--- src/rtl/cnlc_pkg.sv ---
// cnlc_pkg: shared types, constants and helpers for the card number Luhn classifier.
// Holds the double-dabble step, the Luhn digit map and the mod-10 test.
// No dependencies.
package cnlc_pkg;

  localparam int VALUE_W     = 63;                       // input field width
  localparam int DIG_N       = 19;                       // decimal digits of a 63-bit value
  localparam int BCD_W       = 4 * DIG_N;
  localparam int BIN_W       = 64;                       // value padded to a stage multiple
  localparam int BITS_PER_STG = 8;
  localparam int NCONV       = BIN_W / BITS_PER_STG;     // conversion stages
  localparam int NGRP        = 4;                        // Luhn partial-sum groups
  localparam int GRP_DIG     = 5;                        // digits per group
  localparam int MIN_DIGITS  = 13;

  localparam logic [1:0] BRAND_NONE  = 2'd0;
  localparam logic [1:0] BRAND_LEAD4 = 2'd1;
  localparam logic [1:0] BRAND_3437  = 2'd2;
  localparam logic [1:0] BRAND_5155  = 2'd3;

  typedef struct packed {
    logic [BCD_W-1:0] bcd;
    logic [BIN_W-1:0] bin;   // bits not yet shifted in, MSB first
  } conv_t;

  typedef struct packed {
    logic [4:0]            cnt;
    logic [3:0]            hi;   // leading digit
    logic [3:0]            lo;   // digit after the leading one
    logic [NGRP-1:0][5:0]  grp;  // Luhn partial sums
  } l1_t;

  typedef struct packed {
    logic [4:0] cnt;
    logic [3:0] hi;
    logic [3:0] lo;
    logic       ok;
  } l2_t;

  // One double-dabble step: adjust every digit, shift in one binary bit.
  function automatic logic [BCD_W-1:0] dabble_step(logic [BCD_W-1:0] bcd, logic b);
    logic [BCD_W-1:0] adj;
    adj = bcd;
    for (int i = 0; i < DIG_N; i++) begin
      if (bcd[4*i +: 4] >= 4'd5) adj[4*i +: 4] = bcd[4*i +: 4] + 4'd3;
    end
    return {adj[BCD_W-2:0], b};
  endfunction

  // One conversion stage: BITS_PER_STG dabble steps.
  function automatic conv_t conv_stage(conv_t c);
    conv_t r;
    r = c;
    for (int j = 0; j < BITS_PER_STG; j++) begin
      r.bcd = dabble_step(r.bcd, r.bin[BIN_W-1]);
      r.bin = {r.bin[BIN_W-2:0], 1'b0};
    end
    return r;
  endfunction

  // Luhn contribution of one digit; doubled digits fold to their digit sum.
  function automatic logic [3:0] luhn_term(logic [3:0] d, logic dbl);
    logic [4:0] t;
    t = dbl ? {d, 1'b0} : {1'b0, d};
    if (t >= 5'd10) t = t - 5'd9;
    return t[3:0];
  endfunction

  // True when s is a multiple of ten (s <= 171).
  function automatic logic is_mod10(logic [7:0] s);
    logic [7:0] r;
    r = s;
    if (r >= 8'd160) r = r - 8'd160;
    if (r >= 8'd80)  r = r - 8'd80;
    if (r >= 8'd40)  r = r - 8'd40;
    if (r >= 8'd20)  r = r - 8'd20;
    if (r >= 8'd10)  r = r - 8'd10;
    return (r == 8'd0);
  endfunction

endpackage

--- src/rtl/card_number_luhn_classifier.sv ---
// card_number_luhn_classifier: pipelined binary-to-decimal conversion, Luhn mod-10 check
// and brand classification of a card number. Depends on cnlc_pkg.
//
//  channel | ports                                          | direction
//  --------+------------------------------------------------+----------
//  input   | in_valid, in_stall, in_card_value[62:0]        | in
//  result  | out_valid, out_stall, out_brand_code[1:0],     | out
//          | out_checksum_ok, out_digit_count[4:0]          |
//
// One transfer per clock in each direction when nothing stalls. The pipeline has
// eight double-dabble stages of 8 bits each, a digit scan / partial Luhn sum stage,
// a total sum / mod-10 stage and the result register.
// Reset (rst_n low, synchronous) empties every stage; payload registers are not reset.
// A stall on the result side fills empty stages first; in_stall rises only when
// every stage from the front to the stalled result holds an item.
module card_number_luhn_classifier #(
  parameter int MAX_DIGITS = 19
) (
  input  logic                         clk,
  input  logic                         rst_n,
  input  logic                         in_valid,
  output logic                         in_stall,
  input  logic [cnlc_pkg::VALUE_W-1:0] in_card_value,
  output logic                         out_valid,
  input  logic                         out_stall,
  output logic [1:0]                   out_brand_code,
  output logic                         out_checksum_ok,
  output logic [4:0]                   out_digit_count
);
  import cnlc_pkg::*;

  localparam int NSTG  = NCONV + 3;   // conversion, scan, sum, result
  localparam int S_L1  = NCONV;
  localparam int S_L2  = NCONV + 1;
  localparam int S_OUT = NCONV + 2;

  logic [NSTG-1:0] vld_r;
  logic [NSTG-1:0] rdy;   // stage may load this cycle

  conv_t conv_r [NCONV];
  l1_t   l1_r;
  l2_t   l2_r;
  logic [1:0] brand_r;
  logic       ok_r;
  logic [4:0] cnt_r;

  // Bubble-collapsing advance: a stage loads when empty or when its content moves on.
  always_comb begin
    rdy[NSTG-1] = !vld_r[NSTG-1] || !out_stall;
    for (int i = NSTG-2; i >= 0; i--) begin
      rdy[i] = !vld_r[i] || rdy[i+1];
    end
  end

  assign in_stall = !rdy[0];

  // Valid bits travel with the data.
  always_ff @(posedge clk) begin
    if (!rst_n) begin
      vld_r <= '0;
    end else begin
      if (rdy[0]) vld_r[0] <= in_valid;
      for (int i = 1; i < NSTG; i++) begin
        if (rdy[i]) vld_r[i] <= vld_r[i-1];
      end
    end
  end

  // Double-dabble conversion, 8 input bits per stage. The padding zero at the top
  // of the 64-bit word shifts into an all-zero BCD register and changes nothing.
  for (genvar k = 0; k < NCONV; k++) begin : g_conv
    conv_t src;
    if (k == 0) begin : g_first
      assign src = '{bcd: '0, bin: {{(BIN_W-VALUE_W){1'b0}}, in_card_value}};
    end else begin : g_next
      assign src = conv_r[k-1];
    end
    always_ff @(posedge clk) begin
      if (rdy[k]) conv_r[k] <= conv_stage(src);
    end
  end

  // Scan stage: digit count, two leading digits, Luhn partial sums.
  // Digit i (from the right, from 0) is doubled when i is odd.
  l1_t l1_nxt;
  always_comb begin
    logic [BCD_W-1:0] b;
    logic [3:0]       d;
    b = conv_r[NCONV-1].bcd;
    l1_nxt = '0;
    for (int i = 0; i < DIG_N; i++) begin
      d = b[4*i +: 4];
      if (d != 4'd0) begin
        l1_nxt.cnt = 5'(i + 1);
        l1_nxt.hi  = d;
      end
    end
    // digit below the leading one; stays zero for a single-digit value
    for (int i = 1; i < DIG_N; i++) begin
      if (b[4*i +: 4] != 4'd0) l1_nxt.lo = b[4*(i-1) +: 4];
    end
    for (int g = 0; g < NGRP; g++) begin
      for (int j = 0; j < GRP_DIG; j++) begin
        if (g*GRP_DIG + j < DIG_N) begin
          l1_nxt.grp[g] = l1_nxt.grp[g] +
            6'(luhn_term(b[4*(g*GRP_DIG+j) +: 4], ((g*GRP_DIG + j) % 2) == 1));
        end
      end
    end
  end

  always_ff @(posedge clk) begin
    if (rdy[S_L1]) l1_r <= l1_nxt;
  end

  // Sum stage: total Luhn sum and mod-10 test.
  l2_t l2_nxt;
  always_comb begin
    logic [7:0] tot;
    tot = '0;
    for (int g = 0; g < NGRP; g++) tot = tot + 8'(l1_r.grp[g]);
    l2_nxt.cnt = l1_r.cnt;
    l2_nxt.hi  = l1_r.hi;
    l2_nxt.lo  = l1_r.lo;
    l2_nxt.ok  = is_mod10(tot);
  end

  always_ff @(posedge clk) begin
    if (rdy[S_L2]) l2_r <= l2_nxt;
  end

  // Classification. A value wider than MAX_DIGITS reports all zeros.
  logic [1:0] brand_nxt;
  logic       ok_nxt;
  logic [4:0] cnt_nxt;
  always_comb begin
    logic ovf;
    ovf       = l2_r.cnt > 5'(MAX_DIGITS);
    brand_nxt = BRAND_NONE;
    ok_nxt    = ovf ? 1'b0 : l2_r.ok;
    cnt_nxt   = ovf ? 5'd0 : l2_r.cnt;
    if (!ovf && l2_r.ok && l2_r.cnt >= 5'(MIN_DIGITS)) begin
      priority if ((l2_r.cnt == 5'd13 || l2_r.cnt == 5'd16) && l2_r.hi == 4'd4) begin
        brand_nxt = BRAND_LEAD4;
      end else if (l2_r.cnt == 5'd15 && l2_r.hi == 4'd3 &&
                   (l2_r.lo == 4'd4 || l2_r.lo == 4'd7)) begin
        brand_nxt = BRAND_3437;
      end else if (l2_r.cnt == 5'd16 && l2_r.hi == 4'd5 &&
                   l2_r.lo >= 4'd1 && l2_r.lo <= 4'd5) begin
        brand_nxt = BRAND_5155;
      end else begin
        brand_nxt = BRAND_NONE;
      end
    end
  end

  always_ff @(posedge clk) begin
    if (rdy[S_OUT]) begin
      brand_r <= brand_nxt;
      ok_r    <= ok_nxt;
      cnt_r   <= cnt_nxt;
    end
  end

  assign out_valid       = vld_r[S_OUT];
  assign out_brand_code  = brand_r;
  assign out_checksum_ok = ok_r;
  assign out_digit_count = cnt_r;

  // A brand is only given to a number that passes the check with 13 to 16 digits.
  a_brand_needs_ok: assert property (@(posedge clk) disable iff (!rst_n)
    out_valid && out_brand_code != BRAND_NONE |->
      out_checksum_ok && out_digit_count >= 5'd13 && out_digit_count <= 5'd16)
    else $error("brand reported without passing checksum or length");

  a_count_range: assert property (@(posedge clk) disable iff (!rst_n)
    out_valid |-> out_digit_count <= 5'(MAX_DIGITS))
    else $error("digit count above converter range");

  // Input is held off only when the front stage is full and cannot drain.
  a_stall_only_full: assert property (@(posedge clk) disable iff (!rst_n)
    in_stall |-> vld_r[0] && out_valid && out_stall)
    else $error("input stalled with room in the pipeline");

  // An item taken from the result register is replaced by the one behind it.
  a_drain_refill: assert property (@(posedge clk) disable iff (!rst_n)
    out_valid && !out_stall && vld_r[S_L2] |=> out_valid)
    else $error("result register lost an item");

endmodule

--- config.mk ---
export PLATFORM = sky130hd
export DESIGN_NAME = card_number_luhn_classifier
export DESIGN_NICKNAME = d
export VERILOG_FILES = /design/src/rtl/cnlc_pkg.sv /design/src/rtl/card_number_luhn_classifier.sv
export SDC_FILE = /design/constraint.sdc
export NUM_CORES = 2
export LEC_CHECK = 0
export BUFFER_PORTS_ARGS = -buffer_cell sky130_fd_sc_hd__buf_2
export CORE_MARGIN = 3
export CORE_UTILIZATION = 50
export DETAILED_ROUTE_END_ITERATION = 7
export PLACE_DENSITY = 0.65
export SLEW_MARGIN = 20
export SYNTH_ARGS = -nofsm -noshare
export SYNTH_HDL_FRONTEND = slang
export SYNTH_SLANG_ARGS = --single-unit
--- constraint.sdc ---
create_clock -name clk -period 13.6 [get_ports clk]
set_input_delay 2.04 -clock clk [delete_from_list [all_inputs] [get_ports clk]]
set_output_delay 2.04 -clock clk [all_outputs]
set_load 0.01 [all_outputs]
**Yosys cells after proc, flatten, opt, wreduce, memory -nomap -nowiden**

Memory sizes are Yosys's and may differ from the RTL's.
Cells that the tools add are included.

- Output and inout bits: 10
- RAM bits: 1056
- Input bits: 67
- Logic and storage cells: 4643
- Memories: 1
- Register bits: 70

- Mux-type cells: 2279
- Equal/unequal tests: 8
- $lt $le $gt $ge: 1127
- Reductions and logical operators: 58
- Bitwise logic cells: 1
- Add/subtract/negate cells: 1141

Memories:

| memory | depth | width | rd ports | clocked after Yosys merged registers in | write ports | line | source |
|---|---|---|---|---|---|---|---|
| conv_r | 8 | 132 | 8 | 0 | 8 | card_number_luhn_classifier.sv:40 | `conv_t conv_r [NCONV];` |

Operators with widths:

| operator | number |
|---|---|
| 4-bit 2-to-1 mux | 2125 |
| 4-bit by 3-bit >= comparator with 1-bit output (second input constant) | 1099 |
| 4-bit by 2-bit adder with 4-bit output (second input constant) | 1043 |
| 3-bit 2-to-1 mux | 112 |
| 3-bit by 2-bit adder with 3-bit output (second input constant) | 56 |
| 9-bit 2-to-1 mux | 13 |
| 4-bit nonzero test | 19 |
| 4-bit subtractor (second input constant) | 19 |
| 5-bit by 4-bit >= comparator with 1-bit output (second input constant) | 10 |
| 6-bit by 4-bit adder with 6-bit output | 7 |
| 4-bit >= comparator (second input constant) | 10 |
| 8-bit 2-to-1 mux | 5 |
| 5-bit by 4-bit adder with 6-bit output | 4 |
| 4-bit by 4-bit adder with 5-bit output | 4 |
| 6-bit 2-to-1 mux | 3 |
| 1-bit 2-to-1 mux | 17 |
| 4-bit by 3-bit == test with 1-bit output (second input constant) | 4 |
| 1-bit zero test | 14 |
| 1-bit logical OR | 13 |
| 5-bit by 4-bit == test with 1-bit output (second input constant) | 2 |
| 5-bit 2-to-1 mux | 2 |
| 7-bit by 6-bit adder with 8-bit output | 1 |
| 8-bit by 6-bit adder with 8-bit output | 1 |
| 8-bit by 4-bit >= comparator with 1-bit output (second input constant) | 1 |
| other kinds (21) | 30 |

**Logic depth before layout (Yosys ltp)**

- Word-level depth: 34
- Mapped depth: 50
- Gate-level depth less buffers: 50

**Worst setup path after synthesis**

OpenSTA, ideal clock, no wires.

- Path type: reg-to-reg
- Start point: memory conv_r[0][480] in the netlist's numbering
- End point: memory conv_r[1][90] in the netlist's numbering, data pin
- Stages on the path, launching flop included: 49
- Arrival time: 9261 ps
- Setup slack: 4079 ps
- Data required time: 13340 ps
- Library setup time: 260 ps
- Cells stage by stage: edfxtp_1 -> inv_1 -> ha_1 -> nor2b_1 -> or3_1 -> nand2_1 -> inv_1 -> ha_1 -> nor2b_1 -> a2111oi_0 -> a211oi_2 -> xnor2_1 -> inv_1 -> ha_1 -> inv_1 -> nor2_1 -> or3_1 -> mux2i_1 -> [... 13 more ...] -> and2_1 -> xor2_1 -> ha_1 -> nor2b_1 -> o21ai_0 -> xnor2_1 -> inv_1 -> ha_1 -> nand2b_1 -> a21oi_1 -> a21oi_1 -> o21ai_0 -> xnor2_1 -> inv_1 -> ha_1 -> nand2b_1 -> a21boi_1 -> mux2_2

RTL lines:

| what | line |
|---|---|
| start, declared | card_number_luhn_classifier.sv:40 |

==> impl_metrics.yaml <==
run_status:
  outcome: "finished clean"
routing:
  vias: 88765
  avgRoutedWirePerCell_um: 13.77
  firstDrtPassIters: 6
  drt-initial-drc-count: 3919
  routed_wl_mm: 214.3
  vias_per_cell: 5.704
  antenna_left: 0
  drcViolationCount: 0
setup_path:
  worstSetupStartpointType: "flop"
  cp-startpoint: "conv_r[0][480]$_DFFE_PP_"
  reg2reg_depth: 49
  cp_slowest_cell: "a211oi_1"
  arrival_ns: 11.46
  reg2reg_from: "conv_r[0][480]$_DFFE_PP_"
  end_kind: "flop"
  worstSetupEndpoint: "conv_r[1][90]$_DFFE_PP_"
  critPathRequiredTime_ns: 14.04
  slowest_delay_ns: 0.55
  critPathKind: "flop to flop"
  rr_endpoint: "conv_r[1][90]$_DFFE_PP_"
  crit_path_frequent_cell: "ha_1"
  critPathMaxFanout: 8
  ff2ff_setup_slack_ns: 2.59
global_route:
  grt_max_degree: 77
  gr-total-overflow: 0
  grt_pass1_wl_mm: 374.6
  antenna_found_initial: 1
  grt_usage_pct: 19.17
  grt_pass1_vias: 87137
clocking:
  cts_setup_buffers: 0
  cts-buffers-inserted: 88
  hold_buffers: 0
  cts_tree: "done"
  cts_sinks: 655
  htree_levels: 3
  clk_path_buf_depth: 3
  clkLatencyLatePin_ns: 0.75
  root_buffer: "clkbuf_16"
  post_cts_resized: 0
  clk_pin_slew_ns: 0.06
timing:
  min_period_over_period_pct: 80.96
  setup_viol: 0
  setup_slack_ns: 2.589
  finalHoldViolCount: 0
  slew_viol_final: 0
  clock_skew_ns: 0.06035
  tns_ns: 0
  holdWs_ns: 0.4135
  rsz0062_at_grt: "no"
  min_period_ns: 11.01
  timing.fmax_ghz: 0.09082
  relSlewSlack_pct: 34.62
  worst_pin_slew_ns: 0.9808
finish:
  nNetsFinal: 14164
  drive_above_1_share_pct: 8.064
  synthToLayoutAreaGrowth_pct: 6.441
synth:
  synth_area_leader_cell: "edfxtp_1"
  yosys_warnings: 0
  synth_flop_cell: "edfxtp_1"
  synth.avg_cell_area_um2: 8.301
  yosys_register_bits: 655
  syn_area_um2: 104800
  post-synth-top-count-cell: "inv_1"
  synth_area_leaders: "edfxtp_1 (18%), ha_1 (16%), mux2i_1 (7.5%), inv_1 (5.2%), mux2_2 (4.5%)"
  synth_cells: 12622
  synth_top_area_share_pct: 18.46
  yosysSeqAreaShare_pct: 18.67
  synth_top_cells_by_count: "inv_1 (1,445), ha_1 (1,345), nand2_1 (862)"
  synth-edff-count: 644
  synth_cell_types: 136
  async_reset_ff_share_pct: 0
  synth_fp_nets: 14087
die:
  io_pins: 77
  core_um2: 207700
  rows: 167
  fp.dieArea_um2: 215100
  initial_core_util_pct: 50.45
  dieWidth_um: 463.8
  die-height_um: 463.8
run:
  cap_violations: 0
place:
  gp_congestion: 0.8740
  place_ws_ns: 2.648
  place.port_buffers: 76
  hpwl_mm: 172.0
hold_path:
  hold_path_class: "flop to flop"
## critical path: cells and delay by family (launching register included)
family,cells,cell delay [ns]
flops,1,0.43
xor+xnor,6,1.73
mux,2,0.61
buf+inv,7,0.73
simple gates,15,2.58
fa+ha+maj,8,1.98
compound gates,11,2.66
## flip-flops by register name, summed over array words and instances (netlist names)
signal           count
conv_r             585
l1_r                37
l2_r                14
vld_r               11
out_digit_count      5
out_brand_code       2
out_checksum_ok      1
## cell type report
cell class | count | area [um2]
fill | 18988 | 96170
tap | 2788 | 3488
clock buffer | 96 | 2232
antenna | 1 | 2.502
inverter | 1505 | 5654
clock inverter | 68 | 958.4
timing repair buffer | 89 | 478.0
multi-input combinational | 10360 | 79160
sequential | 655 | 19560
## per-stage QoR
stage          utilization (%)  instance area, um2  instances
5_1_grt                  53.70              111500      15562
3_3_place_gp             52.16              108300      15397
4_1_cts                  53.69              111500      15561
2_1_floorplan                -              104800      12622
3_5_place_dp             52.16              108300      15397
6_report                 53.70              111500      15562
## worst min-delay path by stage
stage	from	endpoint	slack, ns	cells past startpoint
floorplan	conv_r[0][0]$_DFFE_PN_	conv_r[0][140]$_DFFE_PP_	0.40	0
global placement	conv_r[0][15]$_DFFE_PN_	conv_r[0][155]$_DFFE_PP_	0.40	0
detailed placement	conv_r[0][176]$_DFFE_PP_	conv_r[0][316]$_DFFE_PP_	0.40	0
CTS	conv_r[0][434]$_DFFE_PP_	conv_r[1][46]$_DFFE_PP_	0.41	0
global route	conv_r[0][299]$_DFFE_PP_	conv_r[0][439]$_DFFE_PP_	0.42	0
finish	conv_r[0][296]$_DFFE_PP_	conv_r[0][436]$_DFFE_PP_	0.41	0
## placed cells by master, fill, tap and decap left out, types with 76 or more instances in the layout
master / n
a211o_1: 91
and2_1: 173
a21oi_1: 715
buf_2: 76
nor3b_1: 104
ha_1: 1345
nor2b_1: 330
nand2_1: 859
o211ai_1: 152
nand2b_1: 569
edfxtp_1: 644
mux2_2: 423
or3_1: 81
a31oi_1: 107
o21ai_1: 125
xnor2_1: 463
o21ai_0: 601
nor3_1: 218
and3_1: 108
a211oi_1: 169
mux2i_1: 785
xor2_1: 118
a21o_1: 225
nor2_1: 706
nand3_1: 192
clkbuf_16: 88
a21boi_0: 76
inv_1: 1440
o21a_1: 132
## kinds of logic after synthesis
group	share of synthesized area, %
AOI/OAI and AO/OA	22.29
DFF	18.67
and+or+nand+nor	18.80
buffers and inverters	5.815
xor gates and xnor gates	4.919
adders and majority gates	17.07
muxes	12.43
## routing by layer
layer | part of all wire [%] | vias to the layer above | track usage [%]
met5 | 0 | - | 0
met4 | 2.1 | 0 | 5.371
met3 | 2.3 | 295 | 1.847
met2 | 51 | 931 | 37.00
met1 | 44 | 41530 | 22.19
li1 | - | 46009 | -
Power is left out: the tool's default activity adds up to more than one toggle a clock period on the data nets, which glitch-free logic cannot reach.
